[src/rtl/core/assert_macros.svh]
// ----------------------------------------------------------------------------
// assert_macros: concurrent assertion helpers
// Two wrappers around assert property, compiled out when ASSERT_OFF is set.
// ----------------------------------------------------------------------------
`ifndef ASSERT_MACROS_SVH
`define ASSERT_MACROS_SVH

`ifndef ASSERT_OFF
// same-cycle implication
`define ASSERT_IMPL(lbl, clk, rst_n, ante, cons) \
	lbl: assert property (@(posedge clk) disable iff (!rst_n) (ante) |-> (cons)) \
		else $error("assertion failed");
// next-cycle implication
`define ASSERT_NEXT(lbl, clk, rst_n, ante, cons) \
	lbl: assert property (@(posedge clk) disable iff (!rst_n) (ante) |=> (cons)) \
		else $error("assertion failed");
`else
`define ASSERT_IMPL(lbl, clk, rst_n, ante, cons)
`define ASSERT_NEXT(lbl, clk, rst_n, ante, cons)
`endif

`endif

[src/rtl/core/fpcc_pkg.sv]
// ----------------------------------------------------------------------------
// fpcc_pkg: shared types and constants of the frame checker
// Field widths, frame limits, verdict codes and the crc-8 byte step.
// ----------------------------------------------------------------------------
package fpcc_pkg;

	localparam int BYTE_W   = 8;
	localparam int POS_W    = 9;
	localparam int FLEN_W   = 10;
	localparam int ADDR_W   = 3;
	localparam int DATA_W   = 32;
	localparam int OUT_W    = 32;

	localparam logic [POS_W-1:0]  POS_SAT    = '1;
	localparam logic [FLEN_W-1:0] MIN_FRAME  = 10'd5;
	localparam logic [FLEN_W-1:0] MAX_FRAME  = 10'd255;
	localparam logic [FLEN_W-1:0] HEAD_BYTES = 10'd3;

	localparam logic [BYTE_W-1:0] CRC_POLY   = 8'h07;
	localparam logic [BYTE_W-1:0] HEAD_RESET = 8'h55;
	localparam logic [BYTE_W-1:0] TAIL_RESET = 8'hAA;

	// register index, taken from paddr[2]
	localparam logic REG_HEAD = 1'b0;
	localparam logic REG_TAIL = 1'b1;

	typedef enum logic [2:0] {
		CAUSE_OK      = 3'd0,
		CAUSE_SHORT   = 3'd1,
		CAUSE_LONG    = 3'd2,
		CAUSE_HEAD    = 3'd3,
		CAUSE_TAIL    = 3'd4,
		CAUSE_OVERRUN = 3'd5,
		CAUSE_CRC     = 3'd6
	} fail_cause_t;

	typedef struct packed {
		logic [BYTE_W-1:0] head_value;
		logic [BYTE_W-1:0] tail_value;
	} cfg_t;

	typedef struct packed {
		logic [BYTE_W-1:0] in_byte;
		logic              last_byte;
	} item_t;

	typedef struct packed {
		logic              payload_valid;
		logic [BYTE_W-1:0] payload_byte;
		logic              frame_done;
		logic              frame_ok;
		logic [BYTE_W-1:0] command_id;
		logic [BYTE_W-1:0] payload_count;
		fail_cause_t       fail_cause;
	} result_t;

	// msb-first crc-8 over one byte, no reflection
	function automatic logic [BYTE_W-1:0] crc8_step(input logic [BYTE_W-1:0] crc,
		input logic [BYTE_W-1:0] b);
		logic [BYTE_W-1:0] c;
		c = crc ^ b;
		for (int k = 0; k < BYTE_W; k++) begin
			c = c[BYTE_W-1] ? ((c << 1) ^ CRC_POLY) : (c << 1);
		end
		return c;
	endfunction

endpackage

[src/rtl/core/fpcc_cfg_regs.sv]
// ----------------------------------------------------------------------------
// fpcc_cfg_regs: configuration registers
// APB-style write and read of the head and tail byte values.
// ----------------------------------------------------------------------------
module fpcc_cfg_regs (
	input  logic                        clk,
	input  logic                        arst_n,
	input  logic                        psel,
	input  logic                        penable,
	input  logic                        pwrite,
	input  logic [fpcc_pkg::ADDR_W-1:0] paddr,
	input  logic [fpcc_pkg::DATA_W-1:0] pwdata,
	output logic [fpcc_pkg::DATA_W-1:0] prdata,
	output logic                        pready,
	output fpcc_pkg::cfg_t              cfg
);

	logic [fpcc_pkg::BYTE_W-1:0] head_q;
	logic [fpcc_pkg::BYTE_W-1:0] tail_q;
	logic                        wr_en;

	assign pready = 1'b1;
	assign wr_en  = psel && penable && pwrite && pready;

	always_ff @(posedge clk or negedge arst_n) begin
		if (!arst_n) begin
			head_q <= fpcc_pkg::HEAD_RESET;
			tail_q <= fpcc_pkg::TAIL_RESET;
		end else if (wr_en) begin
			unique case (paddr[2])
				fpcc_pkg::REG_HEAD: head_q <= pwdata[fpcc_pkg::BYTE_W-1:0];
				fpcc_pkg::REG_TAIL: tail_q <= pwdata[fpcc_pkg::BYTE_W-1:0];
				default: ;
			endcase
		end
	end

	always_comb begin
		unique case (paddr[2])
			fpcc_pkg::REG_HEAD: prdata = {{(fpcc_pkg::DATA_W-fpcc_pkg::BYTE_W){1'b0}}, head_q};
			fpcc_pkg::REG_TAIL: prdata = {{(fpcc_pkg::DATA_W-fpcc_pkg::BYTE_W){1'b0}}, tail_q};
			default:            prdata = '0;
		endcase
	end

	assign cfg.head_value = head_q;
	assign cfg.tail_value = tail_q;

endmodule

[src/rtl/core/fpcc_in_stage.sv]
// ----------------------------------------------------------------------------
// fpcc_in_stage: input register
// Captures a byte request per cycle unless stalled, holds it until it moves on.
// ----------------------------------------------------------------------------
module fpcc_in_stage (
	input  logic                        clk,
	input  logic                        arst_n,
	input  logic                        s_tvalid,
	output logic                        s_tready,
	input  logic [fpcc_pkg::BYTE_W-1:0] s_tdata,
	input  logic                        s_tlast,
	input  logic                        advance,
	output logic                        valid_s1,
	output fpcc_pkg::item_t             item_s1
);

	// free when empty or when the held byte leaves this cycle
	assign s_tready = !valid_s1 || advance;

	always_ff @(posedge clk or negedge arst_n) begin
		if (!arst_n) begin
			valid_s1 <= 1'b0;
		end else if (s_tready) begin
			valid_s1 <= s_tvalid;
		end
	end

	always_ff @(posedge clk) begin
		if (s_tvalid && s_tready) begin
			item_s1.in_byte   <= s_tdata;
			item_s1.last_byte <= s_tlast;
		end
	end

endmodule

[src/rtl/core/fpcc_frame_check.sv]
// ----------------------------------------------------------------------------
// fpcc_frame_check: per-byte frame state and verdict
// Tracks the position in the frame, header bytes and crc; builds the result.
// ----------------------------------------------------------------------------
`include "assert_macros.svh"

module fpcc_frame_check (
	input  logic                clk,
	input  logic                arst_n,
	input  fpcc_pkg::cfg_t      cfg,
	input  fpcc_pkg::item_t     item_s1,
	input  logic                advance,
	output fpcc_pkg::result_t   result
);

	logic [fpcc_pkg::POS_W-1:0]  pos_q;
	logic [fpcc_pkg::BYTE_W-1:0] crc_q;
	logic [fpcc_pkg::BYTE_W-1:0] cmd_q;
	logic [fpcc_pkg::BYTE_W-1:0] len_q;
	logic [fpcc_pkg::BYTE_W-1:0] prev_q;
	logic                        head_ok_q;

	logic [fpcc_pkg::BYTE_W-1:0] b;
	logic                        last;
	logic                        head_ok_n;
	logic [fpcc_pkg::BYTE_W-1:0] cmd_n;
	logic [fpcc_pkg::BYTE_W-1:0] len_n;
	logic [fpcc_pkg::BYTE_W-1:0] crc_n;
	logic [fpcc_pkg::POS_W-1:0]  pos_n;
	logic                        pay;
	logic [fpcc_pkg::FLEN_W-1:0] frame_len;
	logic [fpcc_pkg::FLEN_W-1:0] pay_end;
	logic [fpcc_pkg::FLEN_W-1:0] decl_end;
	fpcc_pkg::fail_cause_t       cause;

	assign b    = item_s1.in_byte;
	assign last = item_s1.last_byte;

	assign head_ok_n = (pos_q == 9'd0) ? (b == cfg.head_value) : head_ok_q;
	assign cmd_n     = (pos_q == 9'd1) ? b : cmd_q;
	assign len_n     = (pos_q == 9'd2) ? b : len_q;

	// payload occupies positions 3 .. 3+length-1
	assign pay_end = fpcc_pkg::FLEN_W'(len_q) + fpcc_pkg::HEAD_BYTES;
	assign pay     = (fpcc_pkg::FLEN_W'(pos_q) >= fpcc_pkg::HEAD_BYTES)
		&& (fpcc_pkg::FLEN_W'(pos_q) < pay_end);
	assign crc_n   = pay ? fpcc_pkg::crc8_step(crc_q, b) : crc_q;

	assign frame_len = fpcc_pkg::FLEN_W'(pos_q) + 10'd1;
	assign decl_end  = fpcc_pkg::FLEN_W'(len_n) + fpcc_pkg::HEAD_BYTES;
	assign pos_n     = (pos_q == fpcc_pkg::POS_SAT) ? pos_q : pos_q + 9'd1;

	always_comb begin
		priority if (frame_len < fpcc_pkg::MIN_FRAME) begin
			cause = fpcc_pkg::CAUSE_SHORT;
		end else if (frame_len > fpcc_pkg::MAX_FRAME) begin
			cause = fpcc_pkg::CAUSE_LONG;
		end else if (!head_ok_n) begin
			cause = fpcc_pkg::CAUSE_HEAD;
		end else if (b != cfg.tail_value) begin
			cause = fpcc_pkg::CAUSE_TAIL;
		end else if (decl_end > frame_len) begin
			cause = fpcc_pkg::CAUSE_OVERRUN;
		end else if (crc_n != prev_q) begin
			cause = fpcc_pkg::CAUSE_CRC;
		end else begin
			cause = fpcc_pkg::CAUSE_OK;
		end
	end

	always_comb begin
		result.payload_valid = pay;
		result.payload_byte  = pay ? b : '0;
		result.frame_done    = last;
		result.frame_ok      = last && (cause == fpcc_pkg::CAUSE_OK);
		result.command_id    = last ? cmd_n : '0;
		result.payload_count = last ? len_n : '0;
		result.fail_cause    = last ? cause : fpcc_pkg::CAUSE_OK;
	end

	always_ff @(posedge clk or negedge arst_n) begin
		if (!arst_n) begin
			pos_q     <= '0;
			crc_q     <= '0;
			cmd_q     <= '0;
			len_q     <= '0;
			prev_q    <= '0;
			head_ok_q <= 1'b0;
		end else if (advance) begin
			if (last) begin
				pos_q     <= '0;
				crc_q     <= '0;
				cmd_q     <= '0;
				len_q     <= '0;
				prev_q    <= '0;
				head_ok_q <= 1'b0;
			end else begin
				pos_q     <= pos_n;
				crc_q     <= crc_n;
				cmd_q     <= cmd_n;
				len_q     <= len_n;
				prev_q    <= b;
				head_ok_q <= head_ok_n;
			end
		end
	end

	`ASSERT_NEXT(a_clear_after_last, clk, arst_n, advance && last, (pos_q == 9'd0) && (crc_q == 8'd0))
	`ASSERT_NEXT(a_pos_step, clk, arst_n, advance && !last && (pos_q != fpcc_pkg::POS_SAT), pos_q == $past(pos_q) + 9'd1)
	`ASSERT_IMPL(a_pay_after_header, clk, arst_n, pay, pos_q >= 9'd3)
	`ASSERT_IMPL(a_ok_matches_cause, clk, arst_n, last, result.frame_ok == (result.fail_cause == fpcc_pkg::CAUSE_OK))

endmodule

[src/rtl/core/fpcc_out_stage.sv]
// ----------------------------------------------------------------------------
// fpcc_out_stage: result register
// Holds one result for the output channel and packs it onto the bus.
// ----------------------------------------------------------------------------
module fpcc_out_stage (
	input  logic                       clk,
	input  logic                       arst_n,
	input  logic                       valid_s1,
	input  fpcc_pkg::result_t          result,
	output logic                       advance,
	output logic                       m_tvalid,
	input  logic                       m_tready,
	output logic [fpcc_pkg::OUT_W-1:0] m_tdata,
	output logic                       m_tlast,
	output logic                       m_tuser
);

	logic              valid_q;
	fpcc_pkg::result_t res_q;

	// take a new result when empty or when the held one is taken now
	assign advance = valid_s1 && (!valid_q || m_tready);

	always_ff @(posedge clk or negedge arst_n) begin
		if (!arst_n) begin
			valid_q <= 1'b0;
		end else if (!valid_q || m_tready) begin
			valid_q <= valid_s1;
		end
	end

	always_ff @(posedge clk) begin
		if (advance) begin
			res_q <= result;
		end
	end

	assign m_tvalid = valid_q;
	assign m_tlast  = res_q.frame_done;
	assign m_tuser  = res_q.payload_valid;
	assign m_tdata  = {4'd0, res_q.fail_cause, res_q.payload_count, res_q.command_id,
		res_q.frame_ok, res_q.payload_byte};

endmodule

[src/rtl/core/framed_packet_crc8_checker_unit.sv]
// ----------------------------------------------------------------------------
// framed_packet_crc8_checker_unit: byte-serial command frame checker
// Checks head, tail, length and crc-8 of each frame and forwards payload.
// ----------------------------------------------------------------------------
// Frame bytes arrive on the s_ stream, one byte per request, s_tlast on the
// last byte of each frame. Every byte gives exactly one result on the m_
// stream: m_tuser flags a forwarded payload byte, m_tlast marks the verdict
// result of the frame's last byte, which also carries ok, cause, command and
// declared length. Results come out in byte order.
// A byte accepted into the input register goes through the crc step and the
// checks into the result register, which drives m_tvalid: two register
// stages. One byte per cycle is sustained while the receiver takes results;
// the crc-8 byte step is combinational. On a receiver stall the result
// register holds, the input register takes one more byte if empty, and
// s_tready drops until the result is taken. Reset empties both stages,
// clears the frame state, loads head 0x55 and tail 0xAA. The user must write
// head (0x0) and tail (0x4) over APB between frames; the block does not check.
// ----------------------------------------------------------------------------
module framed_packet_crc8_checker_unit (
	input  logic                        clk,
	input  logic                        arst_n,
	// s_tdata: [7:0] in_byte
	input  logic                        s_tvalid,
	output logic                        s_tready,
	input  logic [fpcc_pkg::BYTE_W-1:0] s_tdata,
	input  logic                        s_tlast,
	// m_tdata: [7:0] payload_byte, [8] frame_ok, [16:9] command_id,
	// [24:17] payload_count, [27:25] fail_cause, [31:28] zero
	output logic                        m_tvalid,
	input  logic                        m_tready,
	output logic [fpcc_pkg::OUT_W-1:0]  m_tdata,
	output logic                        m_tlast,
	// m_tuser: [0] payload_valid
	output logic                        m_tuser,
	input  logic                        psel,
	input  logic                        penable,
	input  logic                        pwrite,
	input  logic [fpcc_pkg::ADDR_W-1:0] paddr,
	input  logic [fpcc_pkg::DATA_W-1:0] pwdata,
	output logic [fpcc_pkg::DATA_W-1:0] prdata,
	output logic                        pready
);

	fpcc_pkg::cfg_t    cfg;
	fpcc_pkg::item_t   item_s1;
	fpcc_pkg::result_t result;
	logic              valid_s1;
	logic              advance;

	fpcc_cfg_regs u_cfg (
		.clk     (clk),
		.arst_n  (arst_n),
		.psel    (psel),
		.penable (penable),
		.pwrite  (pwrite),
		.paddr   (paddr),
		.pwdata  (pwdata),
		.prdata  (prdata),
		.pready  (pready),
		.cfg     (cfg)
	);

	fpcc_in_stage u_in (
		.clk      (clk),
		.arst_n   (arst_n),
		.s_tvalid (s_tvalid),
		.s_tready (s_tready),
		.s_tdata  (s_tdata),
		.s_tlast  (s_tlast),
		.advance  (advance),
		.valid_s1 (valid_s1),
		.item_s1  (item_s1)
	);

	fpcc_frame_check u_check (
		.clk     (clk),
		.arst_n  (arst_n),
		.cfg     (cfg),
		.item_s1 (item_s1),
		.advance (advance),
		.result  (result)
	);

	fpcc_out_stage u_out (
		.clk      (clk),
		.arst_n   (arst_n),
		.valid_s1 (valid_s1),
		.result   (result),
		.advance  (advance),
		.m_tvalid (m_tvalid),
		.m_tready (m_tready),
		.m_tdata  (m_tdata),
		.m_tlast  (m_tlast),
		.m_tuser  (m_tuser)
	);

endmodule

[config.mk]
export PLATFORM = sky130hd
export DESIGN_NAME = framed_packet_crc8_checker_unit
export DESIGN_NICKNAME = d
export VERILOG_FILES = /design/src/rtl/core/fpcc_pkg.sv /design/src/rtl/core/fpcc_cfg_regs.sv /design/src/rtl/core/fpcc_in_stage.sv /design/src/rtl/core/fpcc_frame_check.sv /design/src/rtl/core/fpcc_out_stage.sv /design/src/rtl/core/framed_packet_crc8_checker_unit.sv
export VERILOG_INCLUDE_DIRS = /design/src /design/src/rtl/core
export SDC_FILE = /design/constraint.sdc
export NUM_CORES = 1
export LEC_CHECK = 0
export ABC_AREA = 1
export BUFFER_PORTS_ARGS = -buffer_cell sky130_fd_sc_hd__buf_2
export CAP_MARGIN = 20
export CORE_MARGIN = 10
export CORE_UTILIZATION = 50
export CTS_CLUSTER_SIZE = 24
export DETAILED_ROUTE_END_ITERATION = 10
export PLACE_DENSITY = 0.74
export SYNTH_ARGS = -nofsm -noshare
export SYNTH_HDL_FRONTEND = slang
export SYNTH_HIERARCHICAL = 1
export SYNTH_SLANG_ARGS = --single-unit
[constraint.sdc]
create_clock -name clk -period 6 [get_ports clk]
set_input_delay 0.3 -clock clk [delete_from_list [all_inputs] [get_ports clk]]
set_output_delay 0.3 -clock clk [all_outputs]
set_load 0.1 [all_outputs]
==> results.md, run 1 <==
Setup path:
- The worst-path maximum fanout is 16.
- Data on the critical path is required at its endpoint by ~6.1 ns.
- Measured in cells, the most critical reg-to-reg path has a length of 25.
- The sort of element at the end of the critical path is a flip-flop.
- The worst endpoint data arrival time is ~3.8 ns.
- The worst register-to-register path begins at u_check/pos_q[0].
- In this run the register-to-register setup slack is 2.27 ns.
- The critical path in this run is classified as flip-flop to flip-flop.
- In this run the critical register-to-register path is captured at u_out/m_tdata[26].
- The worst setup path is launched from a flip-flop.

Hold path:
- The class of the tightest hold or removal check is input pin to async pin.

Floorplanning:
- For this configuration, the core starts out at a cell density of 0.5107.
- The die is 130.8 um wide.
- The vertical die dimension is 130.8 um.
- The initialized floorplan defines 40 standard-cell rows.
- The core region is 12010 um^2.
- The boundary pin count is 120.
- The die area is 17100 um^2.

Pwr:
- For this design the static power due to leakage is 3.356 nW.
- For this design the ratio of total power to cell area is 462.9 nW/um^2.
- The worst-case IR drop observed on VDD is 208.4 uV.

Synthesis:
- For this run, the register share of the synthesized area comes to 0.4373.
- Yosys attributes the largest share of cell area to dfrtp_1, edfxtp_1, nand2_1.
- The cell area after synthesis is 6135 um^2.
- By count the netlist is led by nand2_1, inv_1, nand3_1.
- During synthesis, Yosys emitted a total of 6 warnings.
- The post-synthesis cell count is 768.
- The most used flip-flop cell after synthesis is dfrtp_1.
- The portion of synthesized cell area occupied by the leading cell type is 0.2121.
- For this run, asynchronously set or reset flops after synthesis account for 0.6061.
- By instance count, the leading cell after synthesis is nand2_1.
- The number of enable-type register cells in the synthesized netlist is 39.
- In this run the mean area of a mapped cell was 7.988 um^2.
- After synthesis the netlist holds a flip-flop and latch count of 99.
- The netlist uses 43 different library cells.
- Summed over all instances, the cell type with the most area after synthesis is dfrtp_1.

Outcome:
- The run finished with clean final reports.

Route:
- Dividing the detail-routed wire length by the instance count gives 14.73 um.
- The pre-antenna-repair detailed-routing pass consisted of 5 iterations.
- The number of design-rule violations left by the first detailed-router iteration is 449.
- The final layout contains routed wiring with a total length of 14310 um.
- The residual DRC count is 0.
- The count of vias placed by the detailed router is about 5000.
- The antenna violation net count after detailed routing is 0.
- In the routed layout, each cell is associated on average with a via count of 5.155.

Timing:
- The total negative slack for setup checks is 0 ns.
- Setup repair after global routing left no endpoint under its margin.
- The time the final worst path needs with I/O delays and setup is 3.735 ns.
- For the pin with the worst max-slew slack, the measured transition is 0.8247 ns.
- Setup violations remaining at the end of the flow were counted as 0.
- Between clock sinks in the finished design, the worst skew comes to 0.004464 ns.
- Measured against its own limit, the worst slew margin works out to 0.4502.
- In the finished design, the share of the clock period the worst path needs comes to 0.6225.
- The hold violation count in the final report is 0.
- The number of pins exceeding their max-slew limit in the final report is 0.
- Based on the critical path, the design can be clocked at up to approximately 270 MHz.

Placement:
- The wire-length estimate of the detail-placed layout is 10460 um.
- The number of instances in the placed design is 956.
- The weighted congestion reported at the end of routability-driven placement is 0.8987.
- The number of buffer cells added on primary ports is 64.

GRT:
- The initial antenna violation count came to 0.
- The overall track demand over capacity in global routing is 0.1689.
- The global-route wire length before repair is approximately 23000 um.
- The pin count of the biggest net entering global routing is 65.
- The number of global-route vias before repair was 4682.
- The met1 track demand over resource is 0.2195.
- The global routing stage identified its most utilized layer as met2.
- For this run, global-route usage on met2 was measured as 0.2652.
- The met3 track demand over resource in global routing is 0.04472.
- The remaining global-route overflow is 0.

CTS:
- Clock tree synthesis inserted a total of 9 buffers.
- The hold-fix buffer count after cts is 0.
- The number of H-tree levels is 3.
- The clock-pin transition on the worst setup and hold timing paths is 0.07 ns.
- Buffers added to address setup during post-CTS repair amount to 0.
- Counting along the longest clock path gives a buffer depth of 2.
- The clock root buffer is clkbuf_16.
- The post-CTS resize count is 0.
- The clock tree from TritonCTS is yes.
- The tree built by TritonCTS fans out to 99 sinks.
- For the worst-skew pair, the clock arrives at the later sink with an insertion delay of 0.35 ns.

Finish:
- The number of standard cells in the final layout excluding fillers is 972.
- The final net count is 895.
- The number of antenna cells inserted is 0.
- The layout has 1125 filler cells.
- The fraction of layout cells with a size suffix above 1 is 0.1770.
- The area growth from synthesis to layout is 9.341%.

Job:
- The tool flagged a number of max-cap violations equal to 0.
worst max path at each step:
stage                                start           endpoint  depth (start not counted)
after detailed placement  u_check/pos_q[0]  u_out/m_tdata[26]                         25
after floorplan           u_check/pos_q[0]   u_out/m_tdata[8]                         26
after global placement    u_check/pos_q[0]  u_out/m_tdata[26]                         25
after global routing      u_check/pos_q[0]  u_out/m_tdata[26]                         26
after CTS                 u_check/pos_q[0]  u_out/m_tdata[26]                         25
final                     u_check/pos_q[0]  u_out/m_tdata[26]                         25
through the flow:
stage	area (um^2)	worst slack, ns	util	hold slack (ns)	total power, mW
2_1_floorplan	6232	2.862	-	0.004409	2.294
3_3_place_gp	6412	2.339	0.5339	0.4696	2.498
3_5_place_dp	6412	2.304	0.5339	0.4776	2.526
4_1_cts	6708	2.291	0.5584	0.1087	3.114
5_1_grt	6708	1.855	0.5584	0.1088	3.342
6_report	6708	2.265	0.5584	0.1190	3.105
area by class of cell:
cell class                      instances  area, um^2  share of cell area
Inverter                              101       379.1             0.05652
Timing Repair Buffer                   67       342.8             0.05111
Multi-Input combinational cell        542        2824              0.4210
Clock inverter                          5       62.56            0.009327
Clock buffer                           11       232.7             0.03470
Sequential cell                        99        2683              0.3999
Tap cell                              147       183.9             0.02742
critical path, cell delays in order (launching register included):
cell	delay, ns
dfrtp_1	0.49
inv_1	0.20
ha_1	0.27
nand2_4	0.18
o21ai_1	0.17
ha_1	0.28
nor2_1	0.10
nand2_1	0.07
nor2_1	0.13
inv_2	0.06
nand2_1	0.05
inv_1	0.04
ha_1	0.25
nand2_1	0.05
nor2_1	0.13
o21ai_0	0.09
nand3_1	0.08
nand2_1	0.05
nand2_1	0.05
a21oi_1	0.06
nor3_1	0.23
nor2_1	0.10
nand2_1	0.11
nand2_1	0.05
nand2_1	0.06
nor2_1	0.07
flip-flops by register name (all words and copies together) (netlist names):
register           flops
u_cfg/head_q           8
u_cfg/tail_q           8
u_check/cmd_q          8
u_check/crc_q          8
u_check/head_ok_q      1
u_check/len_q          8
u_check/pos_q          9
u_check/prev_q         8
u_in/item_s1           9
u_in/valid_s1          1
u_out/m_tdata         28
u_out/m_tlast          1
u_out/m_tuser          1
u_out/m_tvalid         1
layout by cell type (no fill, tap or decap), types with 2 or more instances in the layout:
master / instances
clkinvlp_4: 2
inv_1: 82
nor3_1: 4
xor2_1: 18
clkbuf_1: 2
nor3_2: 2
nand2_1: 226
inv_2: 19
dfrtp_1: 52
buf_2: 64
o22ai_1: 36
nand2_2: 15
edfxtp_1: 39
nor2_2: 4
a21oi_4: 2
xnor2_1: 11
nor2_1: 53
o21ai_1: 5
nor2_4: 2
ha_1: 24
nand4_1: 8
nand2_4: 3
a21oi_1: 10
o21ai_0: 19
dfstp_2: 8
o21ai_2: 2
buf_4: 3
conb_1: 29
clkbuf_16: 9
nand3_2: 5
nand3_1: 54
kinds of logic after synthesis:
kind of cell	count (synthesis)	synth area share
fa+ha+maj	24	0.04895
flops	99	0.4373
other cells	3	0.001835
xor+xnor	29	0.04140
compound gates	78	0.07689
buf+inv	153	0.1195
simple gates	382	0.2741
power by group:
part	total, mW	leakage (nW)	switching, mW	internal (mW)
clock network	0.581	0.136	0.255	0.326
logic	1.57	2.06	1.15	0.414
registers	0.955	1.16	0.0952	0.860
layer usage:
metal	part of all wire	vias to the layer above
li1	-	2519
met1	0.46	2310
met2	0.45	161
met3	0.069	21
met4	0.015	0
met5	0	-
Note: power is estimated with default switching activity, not from simulation.
==> run 2: changes to the inputs <==
- ABC_AREA: 1 -> 0
- PLACE_DENSITY: 0.74 -> 0.77
- clock period: 6 -> 3.2 ns (I/O delays scaled with it)
==> run 2 against run 1 <==
The flow now finishes with violations (setup timing); power up 110%; global-route usage increased by 0.78 points; design area rose by 12%; via count is 5.1% lower; sequential power up 99%; sequential cell count unchanged; routed wire length rose by 8.3%; register-to-register slack worse by 2.6 ns; synthesized cell count is 23% lower; non-clock buffer count increased by 74; combinational power up 120%; fmax up 5.4%.
==> results.md, run 2 <==
Timing:
- The period utilization is 1.107 (+0.4844).
- The relative max-transition margin is 0.3896 (-0.06061).
- The time the final worst path needs with I/O delays and setup was 3.542 ns (-0.1928 ns).
- The setup slack after layout is -0.3420 ns (-2.607 ns).
- The count of final setup violators is 4 (+4).
- Setup repair after global routing could not meet its margin everywhere.
- The final clock skew is 0.008750 ns (+0.004286 ns).
- The hold violation count in the final report came to 0 (unchanged).
- The total negative slack for setup checks came to -1.014 ns (-1.014 ns).
- The number of pins exceeding their max-slew limit in the final report was 0 (unchanged).
- The maximum achievable frequency is 282.3 MHz (+5.4%).
- The transition time at the pin with the least slew margin is 0.9156 ns (+0.09092 ns).

Setup path:
- The buffers plus inverters on the worst setup path is 2 (-1).
- The depth of the worst register-to-register path is 15 (-40%).
- The element type at the critical path start is a flip-flop.
- The largest stage delay on the critical path is 0.44 ns (-0.05 ns).
- The most repeated library cell on the critical path is buf_4.
- The worst setup path is of the flip-flop to flip-flop kind.
- The critical path goes through nor4_4 -> and2_4 -> nand2_4 -> mux2i_4 -> ha_4 -> buf_4 -> buf_4 -> nor4_1 -> ha_1 -> nand2_1 -> nor3_1 -> nor3_2 -> nand3_1 -> a31oi_1 -> and4bb_1.
- The data required time at the worst endpoint is 3.31 ns (-2.75 ns).
- The worst-path maximum fanout is 3 (-13).
- The worst endpoint data arrival time came to 3.65 ns (-0.14 ns).
- The slowest stage of the critical path belongs to the cell nor4_1.
- Among cell families on the critical path, the largest total delay comes from simple AND/OR/NAND/NOR gates.
- STA classifies the critical path endpoint as a flip-flop.
- The cell depth of the worst setup path was 15 (-40%).

Route:
- The count of vias placed by the detailed router came to 4754 (-5.1%).
- The number of design-rule violations left by the first detailed-router iteration is 399 (-11%).
- The post-detailed-routing wire length is 15500 um (+8.3%).
- The average wire per standard cell is 17.68 um (+20%).
- The residual DRC count is 0 (unchanged).
- The antenna violation net count after detailed routing was 0 (unchanged).
- The iteration count of the initial detailed-routing pass was 5 (unchanged).
- The average vias per placed instance is 5.421 (+5.1%).

Hold path:
- The hold path depth is 2.
- The min-delay analysis places its worst path in the category input pin to flip-flop.

Pwr:
- The switching part of the total is 0.4482 (-0.03666).
- The combinational share of power is 0.545 (+0.040).
- The net load switching power is 2.876 mW (+91%).
- The internal cell power is 3.541 mW (+120%).
- The relative contribution of the clock network to total power is 0.160 (-0.027).
- The overall power is 6.417 mW (+110%).
- The static power due to leakage came to 3.221 nW (-4.0%).
- The largest voltage drop on the vdd net is 427.9 uV (+110%).
- The power density relative to cell area came to 856.7 nW/um^2 (+85%).
- The sequential power share was 0.295 (-0.013).

Floorplanning:
- The core area came to 12110 um^2 (+0.83%).
- The placement row count is 40 (unchanged).
- The die width is 131.5 um (+0.56%).
- The boundary pin count came to 120 (unchanged).
- The vertical die dimension was 131.5 um (+0.56%).
- The die area was 17290 um^2 (+1.1%).
- The effective utilization at floorplan is 0.5132 (+0.002494).

Outcome:
- The run finished, with violations left.
- The final reports fail on setup timing.

Finish:
- The number of antenna cells inserted is 0 (unchanged).
- The final net count is 779 (-13%).
- The layout filler cell count is 988 (-12%).
- The top cell types in the final layout, fill and taps aside, are buf_4, buf_2, dfrtp_1, nand2_1.
- The signed area change from the synthesized netlist to the final layout is 20.49%.
- Leaving out fill and tap cells, the most frequent cell in the layout is buf_4.
- The fraction of layout cells with a size suffix above 1 is 0.3032 (+0.1263).
- The flip-flop count of the largest register, all copies and words added is 28 (unchanged).

Synthesis:
- The simple-gate share of the synthesized area is 0.1375 (-0.1366).
- Yosys instantiated no cell more often than dfrtp_1.
- The number of distinct library cells after synthesis came to 60 (+40%).
- The mux share of post-synthesis cell area is 0.06280 (+0.06280).
- The share of the synthesized area in compound gates (AO/OA/AOI/OAI) is 0.1294 (+0.05254).
- The post-synthesis cell count is 594 (-23%).
- The cell type with the largest total area after synthesis is dfrtp_1.
- The adder and majority cell fraction of the synthesized area is 0.04831 (-0.0006404).
- The number of warnings printed during yosys synthesis came to 6 (unchanged).
- The synthesized area per cell is 10.46 um^2 (+31%).
- The top flip-flop cell by instance count after synthesis is dfrtp_1.
- The largest family of logic cells by synthesized area is simple AND/OR/NAND/NOR gates.
- The portion of synthesized cell area occupied by the leading cell type is 0.2093 (-0.002775).
- The sequential fraction of the synthesis area is 0.4316 (-0.005721).
- By area the synthesized netlist is led by dfrtp_1, edfxtp_1, xnor2_1.
- After synthesis, the most frequently instantiated cells are dfrtp_1, nand2_1, edfxtp_1, xnor2_1, buf_4.
- The fraction of registers with async set/reset is 0.6061 (unchanged).
- The cell area after synthesis came to 6216 um^2 (+1.3%).
- The post-synthesis share of cell area spent on xor and xnor gates came to 0.1093 (+0.06790).
- The number of enable-type register cells in the synthesized netlist is 39 (unchanged).
- The register bit count reported by yosys is 99 (unchanged).

CTS:
- The clock latency of the later-clocked register in the worst-skew pair was 0.36 ns (about the same).
- The maximum count of clock buffers along a single path is 2 (unchanged).
- The clock-pin transition on the worst setup and hold timing paths is 0.07 ns (about the same).
- The number of H-tree levels came to 3 (unchanged).
- The number of clock sinks seen by CTS is 99 (unchanged).
- The number of buffers created by CTS came to 9 (unchanged).
- The tree is rooted in a clkbuf_16.
- TritonCTS built the clock tree.

GRT:
- The number of global-route vias before repair is 4959 (+5.9%).
- The initial antenna violation count came to 0 (unchanged).
- The remaining global-route overflow is 0 (unchanged).
- The global-route wire length before repair is 25240 um (+11%).
- The overall track demand over capacity in global routing was 0.1767 (+0.007752).
- The pin count of the biggest net entering global routing was 42 (-35%).

Placement:
- The half-perimeter wire length after detailed placement came to 11670 um (+12%).
- The number of buffer cells added on primary ports is 64 (unchanged).
- The worst-case setup slack after placement is -0.3114 ns (-2.616 ns).
- The weighted congestion reported at the end of routability-driven placement is 0.9245 (+2.9%).

Job:
- The total of max-cap violations is 0 (unchanged).
-- run 2: cell count changes in the layout (fill, tap and decap cells not counted), moves of 11 or more --
cell,delta
buf_4,+63
xnor2_1,+28
mux2_2,+24
o2bb2ai_1,+23
and2_1,+11
a21boi_0,+17
nand3_1,-40
nor2_1,-25
nand2_1,-185
nand2_2,-15
o22ai_1,-34
inv_1,-61
inv_2,-17
-- run 2: final timing paths --
check	from	end	slack (ns)
max	u_check/pos_q[8]	u_out/m_tdata[8]	-0.34
min	s_tvalid	u_in/valid_s1	0.006
max reg2reg	u_check/pos_q[8]	u_out/m_tdata[8]	-0.34
min reg2reg	u_check/cmd_q[0]	u_check/cmd_q[0]	0.49
max in group asynchronous	arst_n	u_cfg/head_q[4]	1.95
min in group asynchronous	arst_n	u_check/prev_q[4]	0.48
-- run 2: cells by family after synthesis --
group	after synthesis
buffers and inverters	91
XOR/XNOR	71
AND/OR/NAND/NOR	157
adder cells (fa/ha/maj)	24
other	3
AO/OA/AOI/OAI	113
flip-flops	99
multiplexers	36
-- run 2: timing repair --
item,CTS,global route
gates resized for setup,13,3
hold buffers,10,0
buffers inserted,5,1
pin swaps,16,5
setup endpoints to repair,4,5
endpoints found under the hold margin,43,0
-- run 2: cell type report --
| class | count | area [um^2] | share of cell area |
|---|---|---|---|
| multi-input combinational | 430 | 3304 | 0.4412 |
| inverter | 23 | 86.33 | 0.01153 |
| clock inverter | 6 | 50.05 | 0.006682 |
| clock buffer | 10 | 229.0 | 0.03057 |
| tap | 168 | 210.2 | 0.02807 |
| sequential | 99 | 2683 | 0.3582 |
| timing repair buffer | 141 | 927.1 | 0.1238 |
-- run 2: power groups by stage --
stage	clock (mW)	sequential, mW	combinational, mW
2_1_floorplan	0	2.32	2.17
3_3_place_gp	0	1.89	3.25
3_5_place_dp	0	1.91	3.33
4_1_cts	1.05	1.89	3.43
5_1_grt	1.11	1.94	3.73
6_report	1.03	1.90	3.49
-- run 2: per-layer routing --
| layer | vias to the layer above | global-route usage | wire length, um |
|---|---|---|---|
| met4 | 0 | 0.06304 | 337 |
| li1 | 2253 | - | - |
| met2 | 159 | 0.3048 | 7751 |
| met3 | 27 | 0.03506 | 731 |
| met5 | - | 0 | 0 |
| met1 | 2315 | 0.2136 | 6684 |
-- run 2: through the flow --
stage / std cells / hold WS (ns) / util / instance area [um^2]
after floorplan: 620 / -0.1356 / - / 6440
after detailed placement: 845 / 0.3381 / 0.5783 / 7004
final: 877 / 0.005780 / 0.6184 / 7490
after global placement: 845 / 0.3367 / 0.5783 / 7004
after global routing: 877 / 0.008055 / 0.6184 / 7490
after CTS: 876 / 0.002448 / 0.6164 / 7466
